<file path="src/design/slice_bounds_normalize_and_length_top_defines.svh">
// Assertion macros for the slice bounds normalizer top level.
// Depends on nothing; included by files that carry assertions.
`ifndef SLICE_BOUNDS_NORMALIZE_AND_LENGTH_TOP_DEFINES_SVH
`define SLICE_BOUNDS_NORMALIZE_AND_LENGTH_TOP_DEFINES_SVH
// Property that must hold on every clock edge outside reset.
`define SBN_ASSERT(lbl, prop, msg) \
    lbl: assert property (@(posedge i_clk) disable iff (!i_rst_n) (prop)) else $error(msg);
// Property that must hold on every clock edge, reset included.
`define SBN_ASSERT_ALWAYS(lbl, prop, msg) \
    lbl: assert property (@(posedge i_clk) (prop)) else $error(msg);
`endif

</file>
<file path="src/design/sbn_pkg.sv">
// Package for the slice bounds normalizer: widths and constants.
// Depends on nothing.
package sbn_pkg;
    localparam int DIM_WIDTH_DEF = 32;
    localparam logic signed [63:0] HUGE_POS = 64'sh3FFF_FFFF_FFFF_FFFF;
    localparam logic signed [63:0] HUGE_NEG = 64'shC000_0000_0000_0000;
endpackage

</file>
<file path="src/design/sbn_bounds.sv">
// Bounds stage of the slice normalizer: unbounded markers, wrap and clamp.
// Depends on sbn_pkg.
module sbn_bounds #(
    parameter int DW = sbn_pkg::DIM_WIDTH_DEF
) (
    input  logic                 i_clk,
    input  logic                 i_rst_n,
    input  logic                 i_en,
    input  logic                 i_valid,
    input  logic [DW-1:0]        i_size,
    input  logic signed [63:0]   i_start,
    input  logic signed [63:0]   i_end,
    input  logic signed [63:0]   i_step,
    output logic                 o_valid,
    output logic signed [DW:0]   o_first,
    output logic signed [DW:0]   o_stop,
    output logic [63:0]          o_mag,
    output logic                 o_rev,
    output logic                 o_bad
);
    import sbn_pkg::*;

    logic                r_valid;
    logic signed [DW:0]  r_first;
    logic signed [DW:0]  r_stop;
    logic [63:0]         r_mag;
    logic                r_rev;
    logic                r_bad;
    logic signed [DW:0]  n_first;
    logic signed [DW:0]  n_stop;
    logic signed [65:0]  v_size;
    logic signed [65:0]  v_s;
    logic signed [65:0]  v_e;

    always_comb begin
        v_size = 66'(signed'({1'b0, i_size}));
        v_s = 66'(i_start);
        v_e = 66'(i_end);
        if (!i_step[63]) begin
            if (i_end >= HUGE_POS) v_e = v_size;
            if (i_start <= HUGE_NEG) v_s = '0;
            if (v_s < 0) v_s = v_s + v_size;
            if (v_e < 0) v_e = v_e + v_size;
            if (v_s < 0) v_s = '0;
            if (v_s > v_size) v_s = v_size;
            if (v_e < 0) v_e = '0;
            if (v_e > v_size) v_e = v_size;
        end else begin
            if (i_start >= HUGE_POS) v_s = v_size - 66'sd1;
            if (i_end <= HUGE_NEG) v_e = -66'sd1;
            if (v_s < 0 && v_s >= -v_size) v_s = v_s + v_size;
            if (v_e < -66'sd1 && v_e >= -v_size) v_e = v_e + v_size;
            if (v_s < -66'sd1) v_s = -66'sd1;
            if (v_s > v_size - 66'sd1) v_s = v_size - 66'sd1;
            if (v_e < -66'sd1) v_e = -66'sd1;
            if (v_e > v_size - 66'sd1) v_e = v_size - 66'sd1;
        end
        n_first = v_s[DW:0];
        n_stop  = v_e[DW:0];
        if (i_step == '0) begin
            n_first = '0;
            n_stop  = '0;
        end
    end

    always_ff @(posedge i_clk) begin
        if (!i_rst_n) begin
            r_valid <= 1'b0;
        end else if (i_en) begin
            r_valid <= i_valid;
        end
        if (i_en) begin
            r_first <= n_first;
            r_stop  <= n_stop;
            r_mag   <= i_step[63] ? 64'(-i_step) : i_step;
            r_rev   <= i_step[63];
            r_bad   <= (i_step == '0);
        end
    end

    assign o_valid = r_valid;
    assign o_first = r_first;
    assign o_stop  = r_stop;
    assign o_mag   = r_mag;
    assign o_rev   = r_rev;
    assign o_bad   = r_bad;
endmodule

</file>
<file path="config.mk">
export PLATFORM = sky130hd
export DESIGN_NAME = sbn_bounds
export DESIGN_NICKNAME = d
export VERILOG_FILES = /design/src/design/slice_bounds_normalize_and_length_top_defines.svh /design/src/design/sbn_pkg.sv /design/src/design/sbn_bounds.sv
export SDC_FILE = /design/constraint.sdc
export NUM_CORES = 2
export LEC_CHECK = 0
export BUFFER_PORTS_ARGS = -buffer_cell sky130_fd_sc_hd__buf_4
export CAP_MARGIN = 30
export CORE_MARGIN = 3
export CORE_UTILIZATION = 26
export DETAILED_ROUTE_END_ITERATION = 10
export GPL_TIMING_DRIVEN = 0
export SYNTH_ARGS = -nofsm -noshare
export SYNTH_HDL_FRONTEND = slang
export SYNTH_SLANG_ARGS = --single-unit
export TNS_END_PERCENT = 100
</file>
<file path="constraint.sdc">
create_clock -name i_clk -period 15.85 [get_ports i_clk]
set_input_delay 3.17 -clock i_clk [delete_from_list [all_inputs] [get_ports i_clk]]
set_output_delay 3.17 -clock i_clk [all_outputs]
set_load 0.005 [all_outputs]
</file>
* Word level (Yosys, flattened, before mapping) *
Index checks and enable logic that the tools add are counted.

storage, ports and cells
  flip-flop bits (word level) = 133
  output and inout bits = 133
  word-level logic and storage cells = 66

operators by class
  reductions and logical operators = 3
  multiplexer cells = 31
  $lt $le $gt $ge = 18
  add/subtract/negate cells = 7

operator list
  kind                                                                                    count
  66-bit two-way mux                                                                      24
  66-bit by 1-bit less-than comparator with 1-bit output (second input constant)          8
  66-bit by 33-bit adder with 66-bit output                                               4
  66-bit by 33-bit > comparator with 1-bit output                                         4
  33-bit two-way mux                                                                      6
  66-bit greater-or-equal comparator                                                      2
  64-bit by 63-bit greater-or-equal comparator with 1-bit output (second input constant)  2
  64-bit by 63-bit less-or-equal comparator with 1-bit output (second input constant)     2
  32-bit negator with 66-bit output                                                       1
  64-bit zero test                                                                        1
  64-bit negator                                                                          1
  63-bit two-way mux                                                                      1
  32-bit by 1-bit subtractor with 33-bit output (second input constant)                   1
  1-bit logical AND                                                                       2

* Longest topological paths before layout *
  depth after elaboration = 13
  gate-level depth with buffers = 47
  mapped depth without buffers = 39

* Worst setup path after synthesis *
No wires, ideal clock.

  kind = in2reg
  from = input i_start[40]
  to = register r_first[11], in the netlist o_first[11] (data pin)
  required time = 15579 ps
  buffers on the path = 11
  stages on the path = 46
  setup slack = 2168 ps
  data arrival time = 13410 ps
  setup time = 271 ps
  path through = buf_2 > nand4_1 > or4_1 > and4b_1 > a21o_1 > clkbuf_1 > nand2_1 > clkbuf_1 > clkbuf_1 > clkbuf_1 > nand2_1 > ha_1 > a21oi_1 > o21ai_0 > a221oi_1 > o22ai_1 > a2111oi_0 > a2bb2oi_2 > [... 10 more ...] > clkbuf_1 > clkbuf_1 > nand2_1 > ha_1 > and4_1 > nand3_1 > or4_1 > nor4_1 > nand2_1 > a31oi_1 > a211oi_1 > xor2_1 > nand2_1 > clkbuf_1 > clkbuf_1 > nor2_1 > a21oi_1 > o22ai_1

on the way
  word-level cells in the longest chain between the ends = 13
  elaborated cells on any way between the ends = 27
  classes of those cells = 2 x add/sub; 9 x order compare; 15 x mux; 1 x reduce/logical

RTL lines
  item                                                                                                                 RTL line          source
  start: declaration                                                                                                   sbn_bounds.sv:11  input logic signed [63:0] i_start,
  64-bit by 63-bit greater-or-equal comparator with 1-bit output                                                       sbn_bounds.sv:49  if (i_start >= HUGE_POS) v_s = v_size - 66'sd1;
  66-bit two-way mux                                                                                                   sbn_bounds.sv:49
  66-bit two-way mux                                                                                                   sbn_bounds.sv:39  if (!i_step[63]) begin
  66-bit by 1-bit less-than comparator with 1-bit output / 66-bit greater-or-equal comparator (equally long branches)  sbn_bounds.sv:51  if (v_s < 0 && v_s >= -v_size) v_s = v_s + v_size;
  1-bit logical AND                                                                                                    sbn_bounds.sv:51
  66-bit two-way mux                                                                                                   sbn_bounds.sv:51
  66-bit two-way mux                                                                                                   sbn_bounds.sv:39
  66-bit by 1-bit less-than comparator with 1-bit output                                                               sbn_bounds.sv:53  if (v_s < -66'sd1) v_s = -66'sd1;
  66-bit two-way mux                                                                                                   sbn_bounds.sv:53
  66-bit two-way mux                                                                                                   sbn_bounds.sv:39
  66-bit by 33-bit > comparator with 1-bit output                                                                      sbn_bounds.sv:54  if (v_s > v_size - 66'sd1) v_s = v_size - 66'sd1;
  33-bit two-way mux                                                                                                   sbn_bounds.sv:54
  33-bit two-way mux *                                                                                                 sbn_bounds.sv:39
  end signal: assignment                                                                                               sbn_bounds.sv:73  r_first <= n_first;
  end: declaration                                                                                                     sbn_bounds.sv:24  logic signed [DW:0] r_first;

Every way passes the cells marked *; elsewhere a longest branch is shown, timed or not. The select of a mux whose other input is x is not followed.
A chain may end at the register's enable or synchronous reset.

* Worst setup path after layout *
  from = input i_start[2]
  to = register r_first[32], in the netlist o_first[32] (data pin)

The elaborated chain is that of the path after synthesis.

==> results by group <==
Global route
  – GR Util All Layers: 26.35%
  – Largest net degree at the start of global routing: 87
  – First-pass GRT wire length: 244600 um
  – Antenna violations before repair: 24
  – Grt ovf: 0
  – Vias in the first global route: 34940

STA
  – Minimum clock period: 15.78 ns
  – Max Slew Vio Count: 0
  – Slew margin rel.: 25.09%
  – Final hold viol count: 0
  – Slew @ Worst Pin: 1.113 ns
  – Setup TNS: 0 ns
  – Period utilization: 99.56%
  – Final Setup Violations: 0
  – Peak Freq: 63.37 MHz
  – WHS: 0.5437 ns
  – Skew final: 0 ns

Logic synthesis
  – Syn_nets: 4925
  – Syn Area/Cell: 7.364 um2
  – Post-synth EDFFs: 132
  – Synthesized instance count: 4232
  – Post-synthesis instance area: 31160 um2
  – Post-synth ARST share: 0%
  – Synth warn: 0
  – Synth Flop Type: edfxtp_1
  – Seq/Total Area, Yosys: 12.78%
  – Library cells used by synthesis: 104
  – #FFs+latches synth: 133

Pwr
  – Reg power frac: 21.7%
  – Combinational Power Share: 58.4%
  – Clk pwr share: 19.9%
  – Sw frac: 45.92%
  – Cell Int Power: 1.113 mW
  – Peak supply drop: 0.07193 mV
  – Switch Pwr: 0.9448 mW
  – Pleak: 15.06 nW
  – PD cells: 55.73 nW/um2

Layout
  – Finished Layout Cells: 6219
  – Fillcell total: 12930
  – Leading cell type in the layout, fill and taps excluded: nand2_1
  – Layout cell share with drive strength beyond 1: 13.07%
  – Most frequent cells in the layout: 478 x nand2_1, 461 x ha_1, 348 x buf_4
  – NumNets Final: 5296
  – Area delta synth->final: 18.47%
  – Util after Layout: 31.14%

Hold path
  – Min-Delay Path Class: reg2reg

CTS
  – TritonCTS Sinks: 133
  – Worst-skew pair later-pin latency: 0.43 ns
  – CTS tree: done
  – Hold bufs inserted after CTS: 0
  – Root Buffer: clkbuf_16
  – Clock Path Buffers: 2
  – H-tree levels: 4
  – CTS buffer count: 17
  – Clock Pin Slew Worst Setup and Hold Paths: 0.06 ns

Floorplanning
  – Die Width: 352.2 um
  – Initial core utilization: 26.29%
  – Ports: 361
  – Die height: 352.2 um
  – Core Footprint: 118600 um2
  – Die area: 124000 um2
  – Site row count: 126

Setup path
  – Crit Path Max Fanout: 10
  – Critical path class: in2reg
  – Worst Path Required: 15.96 ns
  – Max incr delay on CP: 0.79 ns
  – Critical Path Start Type: input port
  – Critical Path Slowest Stage Cell: nor4_1
  – Crit. End Element: register
  – Crit path DAT: 15.89 ns

Detailed routing
  – WL per Instance: 27.84 um
  – Vias/cell: 5.990
  – Number of remaining DRC errors: 0
  – Initial DRC count: 4572
  – Routed wire length: 173100 um
  – First-pass iteration count of the detailed router: 9
  – Final ANT Viol Nets: 0
  – Vias: 37250

Placement
  – Dpl hpwl: 148100 um
  – PortBufs: 336
  – Number of instances in the placed design: 6176
  – Routability congestion estimate from global placement: 1.037

Job
  – Max-cap violation count: 0

Outcome
  – Run status: completed
[stage by stage]
step           power [mW]  worst slack, ns  cell area [um2]
6_report            2.058          0.07004            36920
5_1_grt             2.168        -0.009113            36910
4_1_cts             2.027         0.002961            36600
3_5_place_dp        1.606           -3.290            35790
3_3_place_gp        1.601           -3.773            35690
2_1_floorplan       1.127            2.168            31160
[per-layer routing]
layer,GRT usage (%),vias up,part of all wire (%)
li1,-,16860,-
met1,33.67,17800,41
met2,43.05,2182,45
met3,5.156,392,9.1
met4,11.37,24,5.1
met5,0,-,0.10
[synthesized netlist by cell type, types with 34 or more instances]
library cell    n  area (um2)
nand2_1       479        1798
ha_1          461        5768
a21oi_1       320        1602
nor2_1        286        1074
o21ai_0       258        1291
xnor2_1       187        1638
inv_1         173       649.4
clkbuf_1      169       634.4
nand4_1       157       982.2
edfxtp_1      132        3964
nand3_1       124       620.6
a21o_1        108       810.8
or3_1          96       600.6
nor3_1         84       420.4
nor4_1         83       519.3
and2_1         68       425.4
a211oi_1       65       488.0
xor2_1         65       569.3
nand2b_1       59       369.1
o211ai_1       51       382.9
mux2i_1        48       480.5
a221o_1        47       470.5
and3_1         42       262.8
nor2b_1        42       262.8
a31oi_1        40       250.2
o31ai_1        38       285.3
or2_2          38       237.7
o21a_1         34       255.2
[final timing paths]
kind                         from                         to  slack (ns)  depth (start not counted)
max reg2reg  o_valid$_SDFFE_PN0P_       o_valid$_SDFFE_PN0P_       15.24                          2
min          o_valid$_SDFFE_PN0P_       o_valid$_SDFFE_PN0P_        0.54                          2
min reg2reg  o_valid$_SDFFE_PN0P_       o_valid$_SDFFE_PN0P_        0.54                          2
max                    i_start[2]  o_first[32]$_SDFFCE_PP0P_        0.07                         44
[logic make-up (layout without fill, tap and decap cells)]
group | count (synthesis) | count (layout) | share of synthesized area [%]
AO/OA/AOI/OAI | 1248 | 1248 | 26.64
AND/OR/NAND/NOR | 1690 | 1690 | 28.09
flip-flops | 133 | 133 | 12.78
XOR/XNOR | 252 | 252 | 7.083
other | 0 | 4 | 0
adder cells (fa/ha/maj) | 465 | 465 | 18.77
buffers and inverters | 391 | 774 | 4.922
multiplexers | 53 | 53 | 1.722
[registers in the layout, indices dropped and copies added, names as in the netlist]
name and flops:
o_valid 1, o_first 33, o_stop 33, o_mag 64
o_bad 1, o_rev 1
[what timing repair did]
item | 4_1_cts | 5_1_grt
buffers inserted | 4 | 5
endpoints found under the setup margin | 66 | 66
gates resized for setup | 57 | 97
pin swaps | 3 | 4
[worst max-delay path, delay by kind of cell]
kind / cells / cell delay (ns)
AO/OA/AOI/OAI: 15 / 4.71
buffers and inverters: 12 / 3.55
adder cells (fa/ha/maj): 3 / 0.93
XOR/XNOR: 1 / 0.12
AND/OR/NAND/NOR: 13 / 3.36
[layout make-up]
cell class	count	area, um2	share of cell area [%]
Antenna cell	4	10.01	0.02711
Tap cell	1600	2002	5.422
Clock buffer	17	425.4	1.152
Sequential cell	133	3984	10.79
Multi-Input combinational cell	3708	26000	70.44
Clock inverter	14	177.7	0.4812
Buffer	214	949.7	2.572
Inverter	174	660.6	1.789
Timing Repair Buffer	355	2705	7.327
[power by group through the flow]
stage	registers, mW	clock network [mW]	logic, mW
after floorplan	0.456	0	0.671
after global placement	0.455	0	1.15
after detailed placement	0.455	0	1.15
after CTS	0.448	0.417	1.16
after global routing	0.451	0.430	1.29
final	0.447	0.409	1.20
Power figures use the tool's default switching activity.
